### src/hdl/lfpd_pkg.sv
// shared types, constants and functions of the line follower controller
`timescale 1ns / 1ps
package lfpd_pkg;

    typedef enum logic [1:0] {
        PH_FOLLOW = 2'd0,
        PH_BRAKE  = 2'd1,
        PH_TURN   = 2'd2,
        PH_SEARCH = 2'd3
    } phase_t;

    typedef enum logic [2:0] {
        EV_NONE        = 3'd0,
        EV_CORNER_R    = 3'd1,
        EV_CORNER_L    = 3'd2,
        EV_LOST        = 3'd3,
        EV_FOUND       = 3'd4,
        EV_SEARCH      = 3'd5,
        EV_OVERSHOOT   = 3'd6
    } event_t;

    typedef enum logic [2:0] {
        CFG_ENABLE     = 3'd0,
        CFG_INVERT     = 3'd1,
        CFG_BASE_SPEED = 3'd2,
        CFG_TURN_SPEED = 3'd3,
        CFG_PROP_GAIN  = 3'd4,
        CFG_DERIV_GAIN = 3'd5
    } cfg_index_t;

    typedef enum logic [3:0] {
        ST_IDLE,
        ST_EMA,
        ST_DIV,
        ST_DISP,
        ST_MUL_P,
        ST_MUL_D,
        ST_ROUND,
        ST_SAT,
        ST_MOD,
        ST_REM,
        ST_SLOW,
        ST_FAST,
        ST_COMMIT
    } ctrl_state_t;

    typedef struct packed {
        logic       load;
        logic       ema;
        logic       div_ema;
        logic       mul_p;
        logic       mul_d;
        logic       rnd;
        logic       sat;
        logic       mod_q;
        logic       mod_rem;
        logic       div_slow;
        logic       div_fast;
        logic       commit;
    } lfpd_cmd_t;

    typedef struct packed {
        logic   enable;
        phase_t phase;
        logic   lost;
        logic   lit_zero;
        logic   out_free;
    } lfpd_status_t;

    localparam logic [15:0] RST_BASE_SPEED = 16'd7680;
    localparam logic [15:0] RST_TURN_SPEED = 16'd15360;
    localparam logic [15:0] RST_PROP_GAIN  = 16'd1536;
    localparam logic [15:0] RST_DERIV_GAIN = 16'd512;
    localparam logic [15:0] BRAKE_SPEED    = 16'd256;
    localparam logic [31:0] BRAKE_MS       = 32'd200;
    localparam logic [31:0] TURN_MIN_MS    = 32'd500;
    localparam logic [31:0] TURN_MAX_MS    = 32'd3000;
    localparam logic [31:0] SEARCH_MAX_MS  = 32'd4000;
    localparam logic [31:0] COOL_TURN_MS   = 32'd800;
    localparam logic [31:0] COOL_FOUND_MS  = 32'd500;
    localparam logic [10:0] SWEEP_PERIOD   = 11'd800;
    localparam logic [9:0]  SWEEP_HALF     = 10'd400;
    localparam logic [7:0]  CENTER_RESTORE = 8'd20;
    localparam logic [4:0]  ALL_LIT        = 5'b11111;
    localparam logic [4:0]  CENTER_ONLY    = 5'b00100;
    localparam logic [4:0]  POS_FRAC       = 5'd13;
    localparam logic [19:0] DIV5_MUL       = 20'd838861;
    localparam int          DIV5_SHIFT     = 22;
    // floor(x / 25) for x below 2^27
    localparam logic [27:0] DIV25_MUL      = 28'd171798692;
    localparam int          DIV25_SHIFT    = 32;
    localparam logic signed [15:0] STEER_TH  = 16'sd128;
    localparam logic signed [15:0] OVER_TH   = 16'sd256;
    localparam logic signed [15:0] FOUND_CORR = 16'sd1024;

    // raw line position in q3.13, rounded half away from zero
    function automatic logic signed [15:0] raw_pos(input logic [4:0] s);
        logic [2:0]        lit;
        logic [2:0]        pos;
        logic [2:0]        neg;
        logic [1:0]        mag;
        logic [15:0]       r;
        lit = {2'b0, s[0]} + {2'b0, s[1]} + {2'b0, s[2]} + {2'b0, s[3]} + {2'b0, s[4]};
        pos = {1'b0, s[4], 1'b0} + {2'b0, s[3]};
        neg = {1'b0, s[0], 1'b0} + {2'b0, s[1]};
        mag = (pos >= neg) ? 2'(pos - neg) : 2'(neg - pos);
        r = 16'd0;
        case (mag)
            2'd1:
            begin
                case (lit)
                    3'd1: r = 16'd8192;
                    3'd2: r = 16'd4096;
                    3'd3: r = 16'd2731;
                    3'd4: r = 16'd2048;
                    3'd5: r = 16'd1638;
                    default: r = 16'd0;
                endcase
            end
            2'd2:
            begin
                case (lit)
                    3'd1: r = 16'd16384;
                    3'd2: r = 16'd8192;
                    3'd3: r = 16'd5461;
                    3'd4: r = 16'd4096;
                    3'd5: r = 16'd3277;
                    default: r = 16'd0;
                endcase
            end
            2'd3:
            begin
                case (lit)
                    3'd1: r = 16'd24576;
                    3'd2: r = 16'd12288;
                    3'd3: r = 16'd8192;
                    3'd4: r = 16'd6144;
                    3'd5: r = 16'd4915;
                    default: r = 16'd0;
                endcase
            end
            default: r = 16'd0;
        endcase
        return (neg > pos) ? -$signed(r) : $signed(r);
    endfunction

    // halve toward zero
    function automatic logic signed [15:0] halve(input logic signed [15:0] v);
        logic signed [15:0] t;
        t = v + {15'd0, v[15]};
        return t >>> 1;
    endfunction

    function automatic logic signed [1:0] sign_of(input logic signed [15:0] c);
        if (c > STEER_TH)
            return 2'sb01;
        else if (c < -STEER_TH)
            return 2'sb11;
        else
            return 2'sb00;
    endfunction

    function automatic logic [15:0] clamp_speed(input logic signed [17:0] v);
        if (v < 0)
            return 16'd0;
        else if (v > 18'sd65535)
            return 16'hffff;
        else
            return v[15:0];
    endfunction

endpackage

### src/hdl/lfpd_ctrl.sv
// sequencing state machine of the line follower controller
`timescale 1ns / 1ps
module lfpd_ctrl (
    input  logic                  clk,
    input  logic                  rst_n,
    input  logic                  in_valid,
    output logic                  in_ready,
    input  lfpd_pkg::lfpd_status_t st,
    output lfpd_pkg::lfpd_cmd_t    cmd
);
    import lfpd_pkg::*;

    ctrl_state_t state_reg;
    ctrl_state_t state_next;

    always_ff @(posedge clk or negedge rst_n)
    begin
        if (!rst_n)
        begin
            state_reg <= ST_IDLE;
        end
        else
        begin
            state_reg <= state_next;
        end
    end

    always_comb
    begin
        state_next = state_reg;
        case (state_reg)
            ST_IDLE:
            begin
                if (in_valid && st.enable)
                    state_next = ST_EMA;
            end
            ST_EMA:   state_next = ST_DIV;
            ST_DIV:   state_next = ST_DISP;
            ST_DISP:
            begin
                case (st.phase)
                    PH_FOLLOW: state_next = st.lost ? ST_COMMIT : ST_MUL_P;
                    PH_SEARCH: state_next = st.lit_zero ? ST_MOD : ST_COMMIT;
                    default:   state_next = ST_COMMIT;
                endcase
            end
            ST_MUL_P: state_next = ST_MUL_D;
            ST_MUL_D: state_next = ST_ROUND;
            ST_ROUND: state_next = ST_SAT;
            ST_SAT:   state_next = ST_COMMIT;
            ST_MOD:   state_next = ST_REM;
            ST_REM:   state_next = ST_SLOW;
            ST_SLOW:  state_next = ST_FAST;
            ST_FAST:  state_next = ST_COMMIT;
            ST_COMMIT:
            begin
                if (st.out_free)
                    state_next = ST_IDLE;
            end
            default:  state_next = ST_IDLE;
        endcase
    end

    always_comb
    begin
        cmd         = '0;
        in_ready    = 1'b0;
        case (state_reg)
            ST_IDLE:
            begin
                in_ready = 1'b1;
                cmd.load = in_valid;
            end
            ST_EMA:    cmd.ema      = 1'b1;
            ST_DIV:    cmd.div_ema  = 1'b1;
            ST_MUL_P:  cmd.mul_p    = 1'b1;
            ST_MUL_D:  cmd.mul_d    = 1'b1;
            ST_ROUND:  cmd.rnd      = 1'b1;
            ST_SAT:    cmd.sat      = 1'b1;
            ST_MOD:    cmd.mod_q    = 1'b1;
            ST_REM:    cmd.mod_rem  = 1'b1;
            ST_SLOW:   cmd.div_slow = 1'b1;
            ST_FAST:   cmd.div_fast = 1'b1;
            ST_COMMIT: cmd.commit   = st.out_free;
            default:   cmd          = '0;
        endcase
    end

endmodule

### config.mk
export PLATFORM = sky130hd
export DESIGN_NAME = lfpd_ctrl
export DESIGN_NICKNAME = d
export VERILOG_FILES = /design/src/hdl/lfpd_pkg.sv /design/src/hdl/lfpd_ctrl.sv
export SDC_FILE = /design/constraint.sdc
export NUM_CORES = 1
export LEC_CHECK = 0
export BUFFER_PORTS_ARGS = -buffer_cell sky130_fd_sc_hd__buf_2
export CORE_AREA = 2 2 39 41
export CTS_CLUSTER_DIAMETER = 120
export DETAILED_ROUTE_END_ITERATION = 7
export DIE_AREA = 0 0 41 43
export GPL_TIMING_DRIVEN = 1
export HOLD_SLACK_MARGIN = 0.12
export PLACE_DENSITY = 0.53
export SYNTH_ARGS = -nofsm -noshare
export SYNTH_HDL_FRONTEND = slang
export SYNTH_SLANG_ARGS = --single-unit
### constraint.sdc
create_clock -name clk -period 2.1 [get_ports clk]
set_input_delay 0.21 -clock clk [delete_from_list [all_inputs] [get_ports clk]]
set_output_delay 0.21 -clock clk [all_outputs]
set_load 0.01 [all_outputs]
; ---- Yosys cells after proc, flatten, opt, wreduce, memory -nomap -nowiden
; Index checks and enable logic that the tools add are counted.
[classes]
eq_ne = 15
n_mux = 19
n_reduce_logical = 5
[op_table]
columns = cell, n
row1 = $pmux W4 S12, 1
row2 = $eq A4 B4 Y1 const B, 5
row3 = $eq A4 B3 Y1 const B, 4
row4 = $mux W1, 13
row5 = $mux W4, 3
row6 = $eq A4 B2 Y1 const B, 2
row7 = $pmux W4 S2, 1
row8 = $eq A4 B1 Y1 const B, 1
row9 = $logic_not A4 Y1, 1
row10 = $ne A2 B2 Y1 const B, 2
row11 = $mux W3, 1
row12 = $eq A2 B2 Y1 const B, 1
row13 = $logic_not A2 Y1, 1
row14 = $reduce_and A2 Y1, 1
row15 = $reduce_or A2 Y1, 1
row16 = $logic_and A1 B1 Y1, 1
[totals]
ff_bits = 4
inputBits = 9
output_inout_bits = 13
word_cells = 40

; ---- Logic depth before layout (Yosys ltp)
; Gate-level depths: netlist of run 1.
[logic_depth]
word_depth = 3
mapped_depth = 4
depth_no_buf = 4

; ---- Least setup slack after synthesis of run 1
; Ideal clock, no wire load.
[synth_path]
kind = reg2out
startpoint = reg state_reg[1]
endpoint = out cmd[11] (netlist name)
t_arrival_ns = 1.022
t_required_ns = 1.890
path_slack_ns = 0.868
path_stages_with_launch = 4
path_buffers = 1
cell_sequence = dfrtp_1 -> buf_6 -> nor4_4 -> and2_1
[synth_rtl]
columns = item, line
row1 = "start, declared", lfpd_ctrl.sv:13  ; ctrl_state_t state_reg;
row2 = "start signal, assigned", lfpd_ctrl.sv:24  ; state_reg <= state_next;
row3 = "end, declared", lfpd_ctrl.sv:9  ; output lfpd_pkg::lfpd_cmd_t cmd

==> impl_metrics.csv, run 1 <==
group,metric,value,unit
pwr,p_sw_share,49.0,%
yosys,synth_area_leaders,"dfrtp_1, nor3_1, a2111oi_4",
drt,ant_nets,0,
cts,htree_levels,1,
final_layout,num_antenna_cells,0,
final_layout,layout_commonest_cell,"buf_2",
place,port-buffer-count,21,
global_route,grtUsageTotal,11.9,%
timing,tns,0,ns
flow_run,maxCapViolCount,0,
min_path,hp-class,"in -> reg",
setup_path,r2r_slack,0.98,ns
global_route,antenna_found_initial,0,
drt,first_pass_iters,2,
setup_path,critPathArrivalTime,1.35,ns
timing,final-setup-viol-count,0,
final_layout,largest_reg_flops,4,
timing,fin_crit_sh,74.1,%
global_route,grt_first_pass_wirelength,1390,um
timing,period_minus_slack,1.56,ns
final_layout,layout.nets,79,
final_layout,final_cell_mix,"buf_2, nor2_1, nor3_1, inv_1, dfrtp_1",
drt,drt_iter0_markers,5,
final_layout,fin_util,36.3,%
timing,relSlewSlack,71.1,%
timing,final_max_slew_viol_count,0,
min_path,min_to,"state_reg[0]",
pwr,p_leak,0.254,nW
final_layout,design_area,502,um2
final_layout,area_growth,33.7,%
yosys,yosysTopAreaCell,"dfrtp_1",
status,outcome,"complete, no violations",
setup_path,cp.required,1.89,ns
cts,root_buffer,"clkbuf_4",
cts,post_cts_buffers,0,
floorplanning,die_h,43,um
timing,skew,0.0000530,ns
cts,clk_path_buf_depth,2,
yosys,synth_warnings,0,
yosys,synth_compound_area_share,22.0,%
timing,worst_slew_pin_slew,0.434,ns
setup_path,rr_worst_depth,3,
final_layout,drive_gt1_share,40.9,%
drt,wl_per_cell,10.3,um
cts,path_clk_slew,0.04,ns
drt,remaining_drc_errors,0,
timing,fmax,643,MHz
timing,rsz0062_at_grt,"false",
yosys,avgSynthCellArea,8.34,um2
yosys,synth_area,375,um2
yosys,syn_inst,45,
pwr,irDropWorstVdd,0.000471,V
pwr,p_clk_share,15.5,%
cts,cts_sinks,4,
yosys,ys_ff_latch,4,
min_path,hold_path_startpoint,"in_valid",
place,placed_area,469,um2
floorplanning,die_w,41,um
yosys,syn_nets,56,
setup_path,end_kind,"output port",
cts,cts_tree,"yes",
pwr,power_switching,0.000305,W
pwr,powerDensity,1240,nW/um2
setup_path,startpoint,"state_reg[3]",
place,hpwl,628,um
drt,vias,377,
yosys,synthSimpleGateAreaFrac,31.3,%
drt,wirelength,842,um
setup_path,cp-start-kind,"flop",
yosys,synth_top_family_by_area,"simple AND/OR/NAND/NOR gates",
setup_path,r2r-start,"state_reg[3]",
floorplanning,die-area,1760,um2
cts,ctsResizeCount,0,
global_route,grt_max_degree,11,
global_route,overflow,0,
setup_path,r2r_end,"state_reg[2]",
cts,numCtsBuffers,3,
pwr,internal_power,0.000318,W
pwr,seqPwrFrac,36.3,%
place,place.gp.congestion,0.743,
yosys,yosys-mux-area-fraction,0,%
setup_path,path_max_fanout,10,
drt,via_per_inst,4.60,
setup_path,crit_type,"reg -> out",
yosys,synth-seq-area-share,26.7,%
floorplanning,io_pins,22,
pwr,comb_power_share,48.2,%
floorplanning,coreArea,1380,um2
floorplanning,start_util,27.1,%
yosys,synth.distinct_cells,19,
global_route,grt_pass1_vias,352,
yosys,synth_xor_area_share,0,%
timing,finalHoldViolCount,0,
min_path,min_path_cells,3,
yosys,synth_fa_ha_area_share,6.67,%
cts,insertion_delay,0.23,ns
floorplanning,rows,14,
yosys,synth.top_cell.area_share,26.7,%
metal layers:
layer / wire (um) / global-route usage [%]
met1: 388 / 14.9
met5: 0 / 0
met3: 57 / 3.14
met2: 380 / 15.9
met4: 15 / 10.0
metrics by stage:
stage | power [W] | worst slack, ns | hold slack (ns) | std cells
after detailed placement | 0.000529 | 0.809 | 0.0147 | 78
after global placement | 0.000530 | 0.817 | 0.0172 | 78
final | 0.000623 | 0.544 | 0.301 | 82
after global routing | 0.000692 | 0.435 | 0.320 | 82
after CTS | 0.000628 | 0.547 | 0.307 | 82
after floorplan | 0.000466 | 0.868 | -0.0856 | 45
final cells by class:
| type | instances | area (um2) |
|---|---|---|
| Timing Repair Buffer | 22 | 115 |
| Tap cell | 16 | 20.0 |
| Fill cell | 158 | 882 |
| Sequential cell | 4 | 100 |
| Multi-Input combinational cell | 32 | 225 |
| Clock buffer | 3 | 22.5 |
| Inverter | 5 | 18.8 |
logic make-up (layout without fill, tap and decap cells):
group / Yosys count / after routing
AOI/OAI and AO/OA: 8 / 8
adders and majority gates: 2 / 2
buffers and inverters: 9 / 30
DFF: 4 / 4
and+or+nand+nor: 22 / 22
worst max-delay path: stages, from the launching register on:
cell	delay, ns
dfrtp_1	0.60
nand2_1	0.19
nor3_1	0.16
buf_2	0.16
cell usage after synthesis, drive strengths merged:
| cell | number |
|---|---|
| a2111oi | 3 |
| a21oi | 1 |
| and2 | 1 |
| buf | 4 |
| dfrtp | 4 |
| ha | 2 |
| inv | 5 |
| nand2 | 3 |
| nand2b | 2 |
| nand3 | 1 |
| nor2 | 7 |
| nor3 | 7 |
| nor4 | 1 |
| o21ai | 2 |
| o31ai | 2 |
power by group through the flow:
stage                     registers (W)  logic, W  clock network [W]
after detailed placement       0.000228  0.000301                  0
after global routing           0.000242  0.000342           0.000109
after floorplan                0.000123  0.000342                  0
after CTS                      0.000227  0.000303          0.0000977
after global placement         0.000228  0.000302                  0
final                          0.000226  0.000300          0.0000967
how the worst max path moves through the flow:
stage,to,cells after the start
2_1_floorplan,cmd[11],3
3_3_place_gp,cmd[8],4
3_5_place_dp,cmd[4],3
4_1_cts,cmd[4],3
5_1_grt,cmd[4],3
6_report,cmd[4],3
timing repair:
item / CTS / global route
hold buffers: 1 / 0
endpoints found under the hold margin: 4 / 0
setup endpoints to repair: 0 / 0
Note: power is estimated with default switching activity, not from simulation.
==> inputs of run 2 (changes only) <==
- clock period: 2.1 -> 1.5 ns (I/O delays scaled with it)
==> run 2 against run 1 <==
Net effect:
- sequential share of layout area grew 0.79 points
- via count is 1.9% higher
- critical path depth is the same
- design area grew 1.0%
- first-iteration DRC count down 40%
- flip-flop and latch count is the same
- highest routed layer unchanged
==> impl_metrics.csv, run 2 (synthesis gave the netlist of run 1 again) <==
group,metric,value,unit
cts,insertion_delay,0.23,ns
timing,worst_slew_pin_slew,0.334,ns
timing,rsz0062_at_grt,"true",
final_layout,layout_commonest_cell,"buf_2",
global_route,grt_max_degree,11,
final_layout,layout.nets,79,
drt,wl_per_cell,10.0,um
final_layout,area_growth,35.0,%
setup_path,slowest_delay,0.47,ns
cts,root_buffer,"clkbuf_4",
final_layout,fill_cells,163,
cts,cts_sinks,4,
final_layout,largest_reg_flops,4,
timing,fin_crit_sh,93.4,%
timing,finalHoldViolCount,0,
floorplanning,coreArea,1380,um2
drt,drt_iter0_markers,3,
pwr,power_switching,0.000422,W
drt,vias,384,
place,hpwl,638,um
pwr,seqPwrFrac,37.5,%
final_layout,final_cell_mix,"buf_2, nor2_1, nor3_1, inv_1, dfrtp_2",
pwr,p_clk_share,14.9,%
setup_path,cp_slowest_cell,"dfrtp_2",
timing,fmax,713,MHz
setup_path,worstPathCellList,"nor4_4, and2_1, buf_2",
floorplanning,io_pins,22,
setup_path,end_kind,"output port",
setup_path,cp_top_family,"flip-flops",
setup_path,worst-path-buf-inv,1,
global_route,grt_pass1_vias,349,
global_route,grt_first_pass_wirelength,1420,um
drt,via_per_inst,4.68,
cts,numCtsBuffers,3,
pwr,irDropWorstVdd,0.000626,V
global_route,overflow,0,
drt,wirelength,820,um
floorplanning,die_w,41,um
min_path,hp-class,"in -> async",
final_layout,num_antenna_cells,0,
cts,clk_path_buf_depth,2,
timing,final-setup-viol-count,0,
place,place.gp.congestion,0.743,
global_route,grtUsageTotal,11.9,%
drt,first_pass_iters,2,
place,port-buffer-count,21,
timing,skew,0.00263,ns
cts,post_cts_buffers,0,
pwr,p_leak,0.250,nW
timing,relSlewSlack,77.7,%
setup_path,crit_type,"reg -> out",
pwr,p_sw_share,48.0,%
pwr,powerDensity,1730,nW/um2
drt,remaining_drc_errors,0,
drt,ant_nets,0,
floorplanning,die_h,43,um
cts,htree_levels,1,
global_route,antenna_found_initial,0,
pwr,internal_power,0.000457,W
final_layout,fin_util,36.6,%
final_layout,drive_gt1_share,47.0,%
floorplanning,start_util,27.1,%
timing,period_minus_slack,1.40,ns
setup_path,cp-start-kind,"flop",
timing,tns,0,ns
flow_run,maxCapViolCount,0,
setup_path,critPathArrivalTime,1.25,ns
floorplanning,die-area,1760,um2
pwr,comb_power_share,47.6,%
timing,final_max_slew_viol_count,0,
setup_path,cp.required,1.35,ns
floorplanning,rows,14,
status,outcome,"complete, no violations",
cts,cts_tree,"yes",
setup_path,path_max_fanout,9,
cts,path_clk_slew,0.04,ns
-- run 2: worst paths after layout --
check | depth (start not counted) | slack (ns) | to | startpoint
hold / removal | 2 | 0.25 | state_reg[2] | rst_n
setup reg to reg | 2 | 0.43 | state_reg[0] | state_reg[1]
hold reg to reg | 1 | 0.58 | state_reg[0] | state_reg[0]
max in group asynchronous | 2 | 1.12 | state_reg[1] | rst_n
min in group clk | 3 | 0.25 | state_reg[0] | st[5]
setup / recovery | 3 | 0.1 | cmd[11] | state_reg[1]
-- run 2: cell type report --
class | count | area [um2] | share of cell area (%)
Clock buffer | 3 | 22.5 | 4.44
Inverter | 5 | 18.8 | 3.70
Multi-Input combinational cell | 32 | 225 | 44.4
Sequential cell | 4 | 105 | 20.7
Tap cell | 16 | 20.0 | 3.95
Timing Repair Buffer | 22 | 115 | 22.7
-- run 2: layer usage --
layer  track usage [%]  vias to the layer above  share of wire (%)  wire (um)
met5                 0                        -                  0          0
li1                  -                      195                  -          -
met3              3.14                        2                8.0         66
met1              15.3                      174                 44        357
met4              8.00                        0                1.8         15
met2              16.6                       13                 46        380
-- run 2: power groups by stage --
stage / sequential (W) / clock [W] / combinational [W]
2_1_floorplan: 0.000173 / 0 / 0.000479
3_3_place_gp: 0.000319 / 0 / 0.000423
3_5_place_dp: 0.000320 / 0 / 0.000419
4_1_cts: 0.000318 / 0.000135 / 0.000423
5_1_grt: 0.000356 / 0.000147 / 0.000479
6_report: 0.000329 / 0.000131 / 0.000418
-- run 2: stage by stage --
stage / cells / setup WS, ns / power, W / hold slack (ns) / cell area, um2
floorplan: 45 / 0.328 / 0.000652 / -0.146 / 375
CTS: 82 / 0.0111 / 0.000876 / 0.254 / 502
finish: 82 / 0.0984 / 0.000879 / 0.247 / 507
detailed placement: 78 / 0.271 / 0.000740 / -0.0469 / 469
global route: 82 / -0.0366 / 0.000981 / 0.265 / 507
global placement: 78 / 0.277 / 0.000742 / -0.0428 / 469
-- run 2: timing repair --
action | in CTS | in global routing
gates resized for setup | 0 | 4
hold buffers | 1 | 0
endpoints found under the setup margin | 0 | 9
hold endpoints to repair | 4 | 0
