## src/hdl/lfpd_pkg.sv

```systemverilog
// shared types, constants and functions of the line follower controller
`timescale 1ns / 1ps
package lfpd_pkg;

    typedef enum logic [1:0] {
        PH_FOLLOW = 2'd0,
        PH_BRAKE  = 2'd1,
        PH_TURN   = 2'd2,
        PH_SEARCH = 2'd3
    } phase_t;

    typedef enum logic [2:0] {
        EV_NONE        = 3'd0,
        EV_CORNER_R    = 3'd1,
        EV_CORNER_L    = 3'd2,
        EV_LOST        = 3'd3,
        EV_FOUND       = 3'd4,
        EV_SEARCH      = 3'd5,
        EV_OVERSHOOT   = 3'd6
    } event_t;

    typedef enum logic [2:0] {
        CFG_ENABLE     = 3'd0,
        CFG_INVERT     = 3'd1,
        CFG_BASE_SPEED = 3'd2,
        CFG_TURN_SPEED = 3'd3,
        CFG_PROP_GAIN  = 3'd4,
        CFG_DERIV_GAIN = 3'd5
    } cfg_index_t;

    typedef enum logic [3:0] {
        ST_IDLE,
        ST_EMA,
        ST_DIV,
        ST_DISP,
        ST_MUL_P,
        ST_MUL_D,
        ST_ROUND,
        ST_SAT,
        ST_MOD,
        ST_REM,
        ST_SLOW,
        ST_FAST,
        ST_COMMIT
    } ctrl_state_t;

    typedef struct packed {
        logic       load;
        logic       ema;
        logic       div_ema;
        logic       mul_p;
        logic       mul_d;
        logic       rnd;
        logic       sat;
        logic       mod_q;
        logic       mod_rem;
        logic       div_slow;
        logic       div_fast;
        logic       commit;
    } lfpd_cmd_t;

    typedef struct packed {
        logic   enable;
        phase_t phase;
        logic   lost;
        logic   lit_zero;
        logic   out_free;
    } lfpd_status_t;

    localparam logic [15:0] RST_BASE_SPEED = 16'd7680;
    localparam logic [15:0] RST_TURN_SPEED = 16'd15360;
    localparam logic [15:0] RST_PROP_GAIN  = 16'd1536;
    localparam logic [15:0] RST_DERIV_GAIN = 16'd512;
    localparam logic [15:0] BRAKE_SPEED    = 16'd256;
    localparam logic [31:0] BRAKE_MS       = 32'd200;
    localparam logic [31:0] TURN_MIN_MS    = 32'd500;
    localparam logic [31:0] TURN_MAX_MS    = 32'd3000;
    localparam logic [31:0] SEARCH_MAX_MS  = 32'd4000;
    localparam logic [31:0] COOL_TURN_MS   = 32'd800;
    localparam logic [31:0] COOL_FOUND_MS  = 32'd500;
    localparam logic [10:0] SWEEP_PERIOD   = 11'd800;
    localparam logic [9:0]  SWEEP_HALF     = 10'd400;
    localparam logic [7:0]  CENTER_RESTORE = 8'd20;
    localparam logic [4:0]  ALL_LIT        = 5'b11111;
    localparam logic [4:0]  CENTER_ONLY    = 5'b00100;
    localparam logic [4:0]  POS_FRAC       = 5'd13;
    localparam logic [19:0] DIV5_MUL       = 20'd838861;
    localparam int          DIV5_SHIFT     = 22;
    // floor(x / 25) for x below 2^27
    localparam logic [27:0] DIV25_MUL      = 28'd171798692;
    localparam int          DIV25_SHIFT    = 32;
    localparam logic signed [15:0] STEER_TH  = 16'sd128;
    localparam logic signed [15:0] OVER_TH   = 16'sd256;
    localparam logic signed [15:0] FOUND_CORR = 16'sd1024;

    // raw line position in q3.13, rounded half away from zero
    function automatic logic signed [15:0] raw_pos(input logic [4:0] s);
        logic [2:0]        lit;
        logic [2:0]        pos;
        logic [2:0]        neg;
        logic [1:0]        mag;
        logic [15:0]       r;
        lit = {2'b0, s[0]} + {2'b0, s[1]} + {2'b0, s[2]} + {2'b0, s[3]} + {2'b0, s[4]};
        pos = {1'b0, s[4], 1'b0} + {2'b0, s[3]};
        neg = {1'b0, s[0], 1'b0} + {2'b0, s[1]};
        mag = (pos >= neg) ? 2'(pos - neg) : 2'(neg - pos);
        r = 16'd0;
        case (mag)
            2'd1:
            begin
                case (lit)
                    3'd1: r = 16'd8192;
                    3'd2: r = 16'd4096;
                    3'd3: r = 16'd2731;
                    3'd4: r = 16'd2048;
                    3'd5: r = 16'd1638;
                    default: r = 16'd0;
                endcase
            end
            2'd2:
            begin
                case (lit)
                    3'd1: r = 16'd16384;
                    3'd2: r = 16'd8192;
                    3'd3: r = 16'd5461;
                    3'd4: r = 16'd4096;
                    3'd5: r = 16'd3277;
                    default: r = 16'd0;
                endcase
            end
            2'd3:
            begin
                case (lit)
                    3'd1: r = 16'd24576;
                    3'd2: r = 16'd12288;
                    3'd3: r = 16'd8192;
                    3'd4: r = 16'd6144;
                    3'd5: r = 16'd4915;
                    default: r = 16'd0;
                endcase
            end
            default: r = 16'd0;
        endcase
        return (neg > pos) ? -$signed(r) : $signed(r);
    endfunction

    // halve toward zero
    function automatic logic signed [15:0] halve(input logic signed [15:0] v);
        logic signed [15:0] t;
        t = v + {15'd0, v[15]};
        return t >>> 1;
    endfunction

    function automatic logic signed [1:0] sign_of(input logic signed [15:0] c);
        if (c > STEER_TH)
            return 2'sb01;
        else if (c < -STEER_TH)
            return 2'sb11;
        else
            return 2'sb00;
    endfunction

    function automatic logic [15:0] clamp_speed(input logic signed [17:0] v);
        if (v < 0)
            return 16'd0;
        else if (v > 18'sd65535)
            return 16'hffff;
        else
            return v[15:0];
    endfunction

endpackage

```

## src/hdl/lfpd_datapath.sv

```systemverilog
// state, arithmetic and result register of the line follower controller
`timescale 1ns / 1ps
module lfpd_datapath (
    input  logic                   clk,
    input  logic                   rst_n,
    input  logic                   cfg_we,
    input  logic [2:0]             cfg_index,
    input  logic [15:0]            cfg_data,
    input  logic [4:0]             sensor_bits,
    input  logic [31:0]            time_ms,
    input  lfpd_pkg::lfpd_cmd_t     cmd,
    output lfpd_pkg::lfpd_status_t  st,
    output logic                   out_valid,
    input  logic                   out_ready,
    output logic [15:0]            left_speed,
    output logic [15:0]            right_speed,
    output logic                   left_forward,
    output logic                   right_forward,
    output logic [1:0]             phase_now,
    output logic signed [1:0]      steer_action,
    output logic [2:0]             event_code
);
    import lfpd_pkg::*;

    // configuration
    logic        enable_reg;
    logic        invert_reg;
    logic [15:0] base_reg;
    logic [15:0] turn_reg;
    logic [15:0] pgain_reg;
    logic [15:0] dgain_reg;

    // controller state
    phase_t             phase_reg;
    logic signed [15:0] sm_reg;
    logic signed [15:0] pp_reg;
    logic [4:0]         psens_reg;
    logic [7:0]         cent_reg;
    logic [7:0]         off_reg;
    logic [1:0]         bt_reg;
    logic signed [15:0] last_reg;
    logic [3:0]         decay_reg;
    logic signed [1:0]  steer_reg;
    logic signed [1:0]  cdir_reg;
    logic [31:0]        start_reg;
    logic [31:0]        cool_reg;
    logic [15:0]        held_l_reg;
    logic [15:0]        held_r_reg;

    // per word work registers
    logic [4:0]         s_reg;
    logic [4:0]         prev_reg;
    logic [31:0]        now_reg;
    logic [31:0]        el_reg;
    logic [18:0]        xmag_reg;
    logic               xneg_reg;
    logic signed [34:0] acc_reg;
    logic [34:0]        rmag_reg;
    logic               rneg_reg;
    logic signed [15:0] corr_raw_reg;
    logic [22:0]        mq_reg;
    logic [9:0]         mod_reg;
    logic [15:0]        slow_reg;
    logic [15:0]        fast_reg;

    // result register
    logic               out_valid_reg;
    logic [15:0]        out_l_reg;
    logic [15:0]        out_r_reg;
    logic               out_lf_reg;
    logic               out_rf_reg;
    phase_t             out_ph_reg;
    logic signed [1:0]  out_st_reg;
    event_t             out_ev_reg;

    // combinational helpers
    logic               lit_zero;
    logic               center_only;
    logic [7:0]         cent_upd;
    logic signed [15:0] raw;
    logic signed [18:0] x_sum;
    logic [18:0]        div_in;
    logic [38:0]        div_prod;
    logic [16:0]        div_q;
    logic signed [16:0] pp_diff;
    logic [4:0]         shamt;
    logic [34:0]        shifted;
    logic [54:0]        mod_prod;
    logic [31:0]        mod_sub;

    // commit next values
    phase_t             phase_next;
    logic signed [15:0] sm_next;
    logic signed [15:0] pp_next;
    logic [7:0]         cent_next;
    logic [1:0]         bt_next;
    logic signed [15:0] last_next;
    logic [3:0]         decay_next;
    logic signed [1:0]  steer_next;
    logic signed [1:0]  cdir_next;
    logic [31:0]        start_next;
    logic [31:0]        cool_next;
    logic [15:0]        held_l_next;
    logic [15:0]        held_r_next;
    logic               lf_next;
    logic               rf_next;
    event_t             ev_next;
    logic signed [15:0] corr;

    assign lit_zero    = (s_reg == 5'd0);
    assign center_only = (s_reg == CENTER_ONLY);
    assign cent_upd    = center_only ? ((cent_reg == 8'hff) ? cent_reg : cent_reg + 8'd1)
                                     : 8'd0;
    assign raw         = raw_pos(s_reg);
    assign x_sum       = ({{3{sm_reg[15]}}, sm_reg} <<< 1)
                       + {{3{raw[15]}}, raw} + ({{3{raw[15]}}, raw} <<< 1);

    always_comb
    begin
        if (cmd.div_slow)
            div_in = {1'b0, base_reg, 2'b00} + 19'd2;
        else if (cmd.div_fast)
            div_in = {1'b0, base_reg, 2'b00} + {2'b00, base_reg, 1'b0} + 19'd2;
        else
            div_in = xmag_reg + 19'd2;
    end

    assign div_prod = div_in * DIV5_MUL;
    assign div_q    = div_prod[DIV5_SHIFT +: 17];
    assign pp_diff  = {sm_reg[15], sm_reg} - {pp_reg[15], pp_reg};
    assign shamt    = POS_FRAC + {1'b0, decay_reg};
    assign shifted  = rmag_reg >> shamt;
    // elapsed / 800 as (elapsed / 32) / 25, then the remainder
    assign mod_prod = el_reg[31:5] * DIV25_MUL;
    assign mod_sub  = el_reg - 32'(mq_reg * SWEEP_PERIOD);

    assign st.enable   = enable_reg;
    assign st.phase    = phase_reg;
    assign st.lost     = !(now_reg < cool_reg) && lit_zero && (prev_reg != ALL_LIT);
    assign st.lit_zero = lit_zero;
    assign st.out_free = !out_valid_reg || out_ready;

    // outcome of one tick
    always_comb
    begin
        phase_next  = phase_reg;
        sm_next     = sm_reg;
        pp_next     = pp_reg;
        cent_next   = cent_reg;
        bt_next     = bt_reg;
        last_next   = last_reg;
        decay_next  = decay_reg;
        steer_next  = steer_reg;
        cdir_next   = cdir_reg;
        start_next  = start_reg;
        cool_next   = cool_reg;
        held_l_next = held_l_reg;
        held_r_next = held_r_reg;
        lf_next     = 1'b1;
        rf_next     = 1'b1;
        ev_next     = EV_NONE;
        corr        = corr_raw_reg;
        case (phase_reg)
            PH_FOLLOW:
            begin
                if (st.lost)
                begin
                    start_next = now_reg;
                    if (!prev_reg[0] && (prev_reg[4:3] != 2'b00))
                    begin
                        cdir_next  = 2'sb01;
                        phase_next = PH_BRAKE;
                        ev_next    = EV_CORNER_R;
                    end
                    else if (!prev_reg[4] && (prev_reg[1:0] != 2'b00))
                    begin
                        cdir_next  = 2'sb11;
                        phase_next = PH_BRAKE;
                        ev_next    = EV_CORNER_L;
                    end
                    else
                    begin
                        phase_next = PH_SEARCH;
                        ev_next    = EV_LOST;
                    end
                end
                else
                begin
                    if (bt_reg != 2'd0)
                    begin
                        corr    = -halve(last_reg);
                        bt_next = bt_reg - 2'd1;
                        if (bt_reg == 2'd1)
                            corr = 16'sd0;
                    end
                    else if ((last_reg > OVER_TH && corr_raw_reg < -OVER_TH) ||
                             (last_reg < -OVER_TH && corr_raw_reg > OVER_TH))
                    begin
                        if (decay_reg != 4'hf)
                            decay_next = decay_reg + 4'd1;
                        corr    = halve(corr_raw_reg);
                        ev_next = EV_OVERSHOOT;
                    end
                    else if (s_reg[2] && steer_reg != 2'sb00)
                    begin
                        bt_next   = 2'd2;
                        corr      = -halve(last_reg);
                        cent_next = 8'd0;
                    end
                    else if (off_reg < 8'd2 && cent_reg < 8'd2)
                    begin
                        corr = 16'sd0;
                    end
                    last_next   = corr;
                    steer_next  = sign_of(corr);
                    held_l_next = clamp_speed($signed({2'b00, base_reg})
                                              + {{2{corr[15]}}, corr});
                    held_r_next = clamp_speed($signed({2'b00, base_reg})
                                              - {{2{corr[15]}}, corr});
                end
            end
            PH_BRAKE:
            begin
                held_l_next = BRAKE_SPEED;
                held_r_next = BRAKE_SPEED;
                lf_next     = 1'b0;
                rf_next     = 1'b0;
                steer_next  = 2'sb00;
                if (el_reg >= BRAKE_MS)
                begin
                    phase_next = PH_TURN;
                    start_next = now_reg;
                    pp_next    = 16'sd0;
                    sm_next    = 16'sd0;
                end
            end
            PH_TURN:
            begin
                held_l_next = turn_reg;
                held_r_next = turn_reg;
                if (cdir_reg == 2'sb01)
                begin
                    rf_next    = 1'b0;
                    steer_next = 2'sb01;
                end
                else
                begin
                    lf_next    = 1'b0;
                    steer_next = 2'sb11;
                end
                pp_next = sm_reg;
                if (!lit_zero && el_reg > TURN_MIN_MS)
                begin
                    lf_next    = 1'b1;
                    rf_next    = 1'b1;
                    phase_next = PH_FOLLOW;
                    cool_next  = now_reg + COOL_TURN_MS;
                    ev_next    = EV_FOUND;
                end
                else if (lit_zero && el_reg > TURN_MAX_MS)
                begin
                    lf_next    = 1'b1;
                    rf_next    = 1'b1;
                    phase_next = PH_SEARCH;
                    start_next = now_reg;
                    steer_next = cdir_reg;
                    ev_next    = EV_SEARCH;
                end
            end
            default:
            begin
                if (!lit_zero)
                begin
                    phase_next = PH_FOLLOW;
                    cool_next  = now_reg + COOL_FOUND_MS;
                    bt_next    = 2'd2;
                    last_next  = (steer_reg == 2'sb01) ? FOUND_CORR : -FOUND_CORR;
                    steer_next = 2'sb00;
                    ev_next    = EV_FOUND;
                end
                else
                begin
                    if (mod_reg < SWEEP_HALF)
                    begin
                        held_l_next = slow_reg;
                        held_r_next = fast_reg;
                        steer_next  = 2'sb01;
                    end
                    else
                    begin
                        held_l_next = fast_reg;
                        held_r_next = slow_reg;
                        steer_next  = 2'sb11;
                    end
                    if (el_reg > SEARCH_MAX_MS)
                    begin
                        held_l_next = 16'd0;
                        held_r_next = 16'd0;
                        steer_next  = 2'sb00;
                    end
                end
            end
        endcase
    end

    // configuration and controller state
    always_ff @(posedge clk or negedge rst_n)
    begin
        if (!rst_n)
        begin
            enable_reg <= 1'b0;
            invert_reg <= 1'b0;
            base_reg   <= RST_BASE_SPEED;
            turn_reg   <= RST_TURN_SPEED;
            pgain_reg  <= RST_PROP_GAIN;
            dgain_reg  <= RST_DERIV_GAIN;
            phase_reg  <= PH_FOLLOW;
            sm_reg     <= 16'sd0;
            pp_reg     <= 16'sd0;
            psens_reg  <= 5'd0;
            cent_reg   <= 8'd0;
            off_reg    <= 8'd0;
            bt_reg     <= 2'd0;
            last_reg   <= 16'sd0;
            decay_reg  <= 4'd0;
            steer_reg  <= 2'sb00;
            cdir_reg   <= 2'sb00;
            start_reg  <= 32'd0;
            cool_reg   <= 32'd0;
            held_l_reg <= 16'd0;
            held_r_reg <= 16'd0;
        end
        else
        begin
            if (cfg_we)
            begin
                case (cfg_index)
                    CFG_ENABLE:
                    begin
                        enable_reg <= cfg_data[0];
                        if (!cfg_data[0])
                            phase_reg <= PH_FOLLOW;
                    end
                    CFG_INVERT:     invert_reg <= cfg_data[0];
                    CFG_BASE_SPEED: base_reg   <= cfg_data;
                    CFG_TURN_SPEED: turn_reg   <= cfg_data;
                    CFG_PROP_GAIN:  pgain_reg  <= cfg_data;
                    CFG_DERIV_GAIN: dgain_reg  <= cfg_data;
                    default:        ;
                endcase
            end
            if (cmd.ema)
            begin
                psens_reg <= s_reg;
                cent_reg  <= cent_upd;
                off_reg   <= center_only ? 8'd0
                             : ((off_reg == 8'hff) ? off_reg : off_reg + 8'd1);
                if (cent_upd >= CENTER_RESTORE)
                    decay_reg <= 4'd0;
            end
            if (cmd.div_ema && !lit_zero)
                sm_reg <= xneg_reg ? -$signed(div_q[15:0]) : $signed(div_q[15:0]);
            if (cmd.mul_d)
                pp_reg <= sm_reg;
            if (cmd.commit)
            begin
                phase_reg  <= phase_next;
                sm_reg     <= sm_next;
                pp_reg     <= pp_next;
                cent_reg   <= cent_next;
                bt_reg     <= bt_next;
                last_reg   <= last_next;
                decay_reg  <= decay_next;
                steer_reg  <= steer_next;
                cdir_reg   <= cdir_next;
                start_reg  <= start_next;
                cool_reg   <= cool_next;
                held_l_reg <= held_l_next;
                held_r_reg <= held_r_next;
            end
        end
    end

    // work registers
    always_ff @(posedge clk)
    begin
        if (cmd.load)
        begin
            s_reg   <= sensor_bits ^ {5{invert_reg}};
            now_reg <= time_ms;
        end
        if (cmd.ema)
        begin
            prev_reg <= psens_reg;
            el_reg   <= now_reg - start_reg;
            xneg_reg <= x_sum[18];
            xmag_reg <= x_sum[18] ? 19'(-x_sum) : 19'(x_sum);
        end
        if (cmd.mul_p)
            acc_reg <= 35'($signed({1'b0, pgain_reg}) * sm_reg);
        if (cmd.mul_d)
            acc_reg <= acc_reg + 35'($signed({1'b0, dgain_reg}) * pp_diff);
        if (cmd.rnd)
        begin
            rneg_reg <= acc_reg[34];
            rmag_reg <= (acc_reg[34] ? 35'(-acc_reg) : 35'(acc_reg))
                        + (35'd1 << (shamt - 5'd1));
        end
        if (cmd.sat)
        begin
            if (rneg_reg)
                corr_raw_reg <= (shifted > 35'd32768) ? -16'sd32768
                                                      : -$signed(shifted[15:0]);
            else
                corr_raw_reg <= (shifted > 35'd32767) ? 16'sd32767
                                                      : $signed(shifted[15:0]);
        end
        if (cmd.mod_q)
            mq_reg <= mod_prod[DIV25_SHIFT +: 23];
        if (cmd.mod_rem)
            mod_reg <= mod_sub[9:0];
        if (cmd.div_slow)
            slow_reg <= div_q[15:0];
        if (cmd.div_fast)
            fast_reg <= div_q[16] ? 16'hffff : div_q[15:0];
    end

    // result register
    always_ff @(posedge clk or negedge rst_n)
    begin
        if (!rst_n)
            out_valid_reg <= 1'b0;
        else if (cmd.commit)
            out_valid_reg <= 1'b1;
        else if (out_ready)
            out_valid_reg <= 1'b0;
    end

    always_ff @(posedge clk)
    begin
        if (cmd.commit)
        begin
            out_l_reg  <= held_l_next;
            out_r_reg  <= held_r_next;
            out_lf_reg <= lf_next;
            out_rf_reg <= rf_next;
            out_ph_reg <= phase_next;
            out_st_reg <= steer_next;
            out_ev_reg <= ev_next;
        end
    end

    assign out_valid     = out_valid_reg;
    assign left_speed    = out_l_reg;
    assign right_speed   = out_r_reg;
    assign left_forward  = out_lf_reg;
    assign right_forward = out_rf_reg;
    assign phase_now     = out_ph_reg;
    assign steer_action  = out_st_reg;
    assign event_code    = out_ev_reg;

endmodule

```

## config.mk

```make
export PLATFORM = sky130hd
export DESIGN_NAME = lfpd_datapath
export DESIGN_NICKNAME = d
export VERILOG_FILES = /design/src/hdl/lfpd_pkg.sv /design/src/hdl/lfpd_datapath.sv
export SDC_FILE = /design/constraint.sdc
export NUM_CORES = 2
export LEC_CHECK = 0
export BUFFER_PORTS_ARGS = -buffer_cell sky130_fd_sc_hd__buf_2
export CELL_PAD_IN_SITES_DETAIL_PLACEMENT = 0
export CELL_PAD_IN_SITES_GLOBAL_PLACEMENT = 1
export CORE_MARGIN = 4
export CORE_UTILIZATION = 55
export DETAILED_ROUTE_END_ITERATION = 16
export GPL_TIMING_DRIVEN = 0
export PLACE_DENSITY = 0.86
export SLEW_MARGIN = 20
export SYNTH_ARGS = -nofsm -noshare
export SYNTH_HDL_FRONTEND = slang
export SYNTH_SLANG_ARGS = --single-unit
```

## constraint.sdc

```tcl
create_clock -name clk -period 20.1 [get_ports clk]
set_clock_uncertainty 0.1 [all_clocks]
set_input_delay 4.02 -clock clk [delete_from_list [all_inputs] [get_ports clk]]
set_output_delay 4.02 -clock clk [all_outputs]
set_load 0.03 [all_outputs]
```

* Yosys cells after proc, flatten, opt, wreduce, memory -nomap -nowiden
Cells that the tools add are included.
** Operators by class
- $add $sub $neg :: 37
- Multipliers :: 5
- Order comparisons :: 23
- Eq/ne operators :: 46
- Shifts and indexed selects :: 2
- Multiplexer cells :: 124
- Bitwise gates (word level) :: 3
- Reductions and logical operators :: 54
** Operator list (number)
- 2-to-1 mux 16 bit :: 33
- 2-to-1 mux 32 bit :: 6
- one-hot mux 15 bit (5 select lines) :: 2
- 2-to-1 mux 35 bit :: 3
- one-hot mux 16 bit (3 select lines) :: 2
- one-hot mux 32 bit (3 select lines) :: 1
- 2-to-1 mux 8 bit :: 11
- one-hot mux 14 bit (5 select lines) :: 1
- > comparator 32 x 12 -> 1 bit (second input constant) :: 2
- one-hot mux 16 bit (2 select lines) :: 2
- one-hot mux 32 bit (2 select lines) :: 1
- 2-to-1 mux 2 bit :: 29
- multiplier 27 x 26 -> 53 bit (second input constant) :: 1
- negation 16 bit :: 3
- one-hot mux 15 bit (3 select lines) :: 1
- multiplier 19 x 20 -> 39 bit (second input constant) :: 1
- adder 18 x 17 -> 19 bit :: 2
- adder 19 x 2 -> 19 bit (second input constant) :: 2
- 2-to-1 mux 19 bit :: 2
- adder 17 x 16 -> 18 bit :: 2
- > comparator 18 x 17 -> 1 bit (second input constant) :: 2
- less-than comparator 18 x 1 -> 1 bit (second input constant) :: 2
- adder 35 x 34 -> 35 bit :: 1
- adder 35 bit :: 1
- 76 further kinds :: 181
** Storage, ports and cells
- Bits in registers :: 531
- Input port bits :: 72

* Logic depth before layout (Yosys ltp)
- Word-level depth :: 14
- Mapped depth :: 40
- Gate-level depth less buffers :: 38

* Worst setup path after synthesis
OpenSTA, ideal clock, no wires.
- Path kind :: input to register
- From :: input port cmd[1] (netlist name)
- To :: register fast_reg[4], data pin
- Library setup time :: 264 ps
- Data arrival time :: 11002 ps
- Data required time :: 19736 ps
- Path slack :: 8734 ps
- Stages :: 27
- Cells stage by stage :: clkbuf_1 -> clkbuf_1 -> nor2_1 -> a311oi_1 -> a21oi_1 -> ha_1 -> fa_1 -> fa_1 -> inv_1 -> fa_1 -> inv_1 -> fa_1 -> fa_1 -> ha_1 -> a211o_1 -> a221oi_1 -> o21a_1 -> o21ai_1 -> a2111oi_4 -> o211a_1 -> o21bai_1 -> a41o_1 -> a21oi_1 -> o21bai_1 -> xnor2_2 -> buf_2 -> o21ai_0
** Between the ends
- Longest elaborated chain between the ends :: 3
** Ends and longest elaborated chain
- start, declared :: RTL line lfpd_datapath.sv:11 : input lfpd_pkg::lfpd_cmd_t cmd,
- 2-to-1 mux 19 bit :: RTL line lfpd_datapath.sv:122 : else if (cmd.div_fast)
- 2-to-1 mux 19 bit :: RTL line lfpd_datapath.sv:120 : if (cmd.div_slow)
- multiplier 19 x 20 -> 39 bit :: RTL line lfpd_datapath.sv:128 : assign div_prod = div_in * DIV5_MUL;
- end signal, assigned :: RTL line lfpd_datapath.sv:425 : fast_reg <= div_q[16] ? 16'hffff : div_q[15:0];
- end, declared :: RTL line lfpd_datapath.sv:64 : logic [15:0] fast_reg;
Every way passes these cells.
A chain may end at the register's enable or synchronous reset.

* Final worst setup path
Same ends and word-level chain as after synthesis.

==> impl_metrics.csv <==
group,metric,value,unit
final_layout,fin_nets,8915,
timing,finalCritPeriodShare,67.5,%
critical_path,r2r-end,"acc_reg[31]",
clocking,clk_latency,0.67,ns
floorplanning,die_h,356,um
timing,layout_min_cycle_time,13.56,ns
placement,globalplace.congestion,0.972,
final_layout,n_fill_cell,10500,
timing,finalSetupViolCount,0,
timing,fmax,73.7,MHz
grt,grt_antenna_before_repair,7,
flow_run,cap_violations,0,
routing,drc,0,
logic_synthesis,synth_seq_area_share,20.6,%
logic_synthesis,syn_avg_cell_area,9.36,um^2
floorplanning,rows,127,
critical_path,path_class,"primary input to flip-flop",
logic_synthesis,synthDistinctLibCells,101,
hold_path,min_path_type,"flip-flop to flip-flop",
logic_synthesis,synth-edff-count,252,
critical_path,reg2reg_slack,7.85,ns
clocking,cts_resized,0,
timing,rsz0062_at_grt,"false",
routing,dr.pass1.iters,6,
logic_synthesis,synthCells,7097,
critical_path,crit_end,"fast_reg[4]",
routing,routedWlPerCell,22.6,um
critical_path,crit_start,"cmd[1]",
final_layout,most-common-layout-cells,"1,257 x inv_1, 828 x ha_1, 738 x fa_1",
final_layout,syn_to_final_growth,7.25,%
clocking,cts.htree.levels,2,
clocking,post-cts-setup-buffers,0,
grt,grt_pass1_vias,52900,
grt,grt-ovfl-total,0,
logic_synthesis,async_flop_share,49.2,%
clocking,cts_root_buf,"clkbuf_16",
critical_path,worstReg2RegStart,"sm_reg[0]",
floorplanning,core_area,120000,um^2
final_layout,layout_commonest_cell,"inv_1",
routing,vias_per_cell,5.87,
grt,track_usage,32.0,%
outcome,status,"completed",
critical_path,worst-path-max-fanout,22,
logic_synthesis,synth_ff_type,"edfxtp_1",
logic_synthesis,synth_seq_cells,496,
grt,grt_max_degree,91,
logic_synthesis,yosys_warnings,0,
critical_path,crit_arrival,13.79,ns
clocking,numCtsBuffers,56,
floorplanning,initial_utilization,55.4,%
timing,hold_viol,0,
final_layout,largest_reg_flops,35,
floorplanning,die_w,356,um
routing,drtIter0Drc,4752,
floorplanning,die_area,126000,um^2
clocking,cts_buffer_depth,3,
critical_path,r2r_cells,38,
routing,wl,202000,um
floorplanning,pin_count,120,
critical_path,critPathLaunchType,"primary input",
routing,ant_nets,0,
placement,dp_hpwl,166000,um
timing,fin_setup_tns,0,ns
logic_synthesis,synthesis.nets,8735,
grt,grt_pass1_wl,312000,um
critical_path,crit_required,20.32,ns
timing,tightestPinTransition,1.18,ns
placement,portBuffers,117,
timing,slew_viol_final,0,
clocking,cts_tree,"yes",
routing,vias,52500,
clocking,clock-sinks,496,
clocking,clk_pin_slew_worst_paths,0.06,ns
critical_path,end_kind,"flip-flop",
timing,relSlewSlack,20.8,%
clocking,hold_buffers,0,
final_layout,drive_gt1_share,6.24,%
logic_synthesis,syn_area,66400,um^2
cells by family (layout without fill, tap and decap cells):
logic type,count (synthesis),count (layout),share of synthesized area [%]
buf+inv,1519,1747,8.66
mux,193,193,3.51
other cells,0,1,0
xor+xnor,352,352,4.65
simple gates,1752,1752,12.7
fa+ha+maj,1566,1566,37.8
flops,496,496,20.6
compound gates,1219,1219,12.0
metal layers:
metal	part of all wire (%)	up-vias	track usage [%]
li1	-	24000	-
met1	42	26100	43.5
met2	47	1971	52.0
met3	7.0	406	4.65
met4	4.7	4	12.5
met5	0.011	-	0
synth_stat cells (30+ instances only):
cell type / instances / area (um^2)
a21o_1: 118 / 886
o21ai_0: 335 / 1680
edfxtp_1: 252 / 7570
a21oi_1: 259 / 1300
o21a_1: 38 / 285
nor2b_1: 46 / 288
and2_1: 210 / 1310
nor3_1: 86 / 430
a211oi_1: 33 / 248
nor2_1: 305 / 1140
clkbuf_1: 230 / 863
xnor2_1: 248 / 2170
a221oi_1: 30 / 263
mux2_2: 113 / 1270
dfrtp_1: 233 / 5830
fa_1: 738 / 14800
or4_1: 32 / 240
or3_1: 35 / 219
ha_1: 828 / 10400
a31oi_1: 43 / 269
xor2_1: 103 / 902
and3_1: 55 / 344
nand2b_1: 66 / 413
nand2_1: 641 / 2410
mux2i_1: 58 / 581
or2_2: 37 / 231
nand3_1: 133 / 666
inv_1: 1257 / 4720
o21bai_1: 35 / 263
critical path, cell delays in order:
cell and delay, ns:
buf_2 0.40, clkbuf_1 0.53, clkbuf_1 0.49, o21ai_0 0.19, o21ai_0 0.87, ha_1 0.43
fa_1 0.44, fa_1 0.56, inv_1 0.10, fa_1 0.55, inv_1 0.06, fa_1 0.52
fa_1 0.51, ha_1 0.38, a211o_1 0.36, a31oi_1 0.44, o21ai_1 0.24, a2111oi_4 0.59
o211a_1 0.29, o21bai_1 0.14, a41o_1 0.30, a21oi_1 0.25, o21bai_1 0.14, xnor2_2 0.44
buf_2 0.34, o21ai_0 0.18
worst min path at each step:
stage	startpoint	to	slack (ns)	cells past startpoint
floorplan	psens_reg[0]	prev_reg[0]	0.32	0
global placement	psens_reg[2]	prev_reg[2]	0.33	0
detailed placement	psens_reg[2]	prev_reg[2]	0.33	0
CTS	psens_reg[3]	prev_reg[3]	0.28	0
global route	psens_reg[3]	prev_reg[3]	0.31	0
finish	psens_reg[3]	prev_reg[3]	0.30	0
per-stage QoR:
step                hold slack [ns]  setup slack [ns]  instance area [um^2]  std cells  utilization [%]
finish                        0.296              6.54                 71200       8938             59.4
global route                  0.306              6.26                 71200       8938             59.4
CTS                           0.276              6.76                 71200       8937             59.4
detailed placement            0.334              6.17                 69100       8831             57.6
global placement              0.331              6.20                 69000       8826             57.5
floorplan                     0.321              8.73                 66400       7097                -
layout make-up:
type	count	area (um^2)	area share, %
multi-input cells	5082	47000	66.0
repair buffers	122	683	0.959
plain buffers	258	1020	1.43
clock buffers	63	1470	2.06
well taps	1612	2020	2.83
inverters	1261	4730	6.64
flip-flops and latches	496	13700	19.2
diodes	1	2.50	0.00351
clock inverters	43	601	0.843
Power is not shown: default switching activity piles up to over one toggle a cycle in this logic, so the estimate is an artifact.
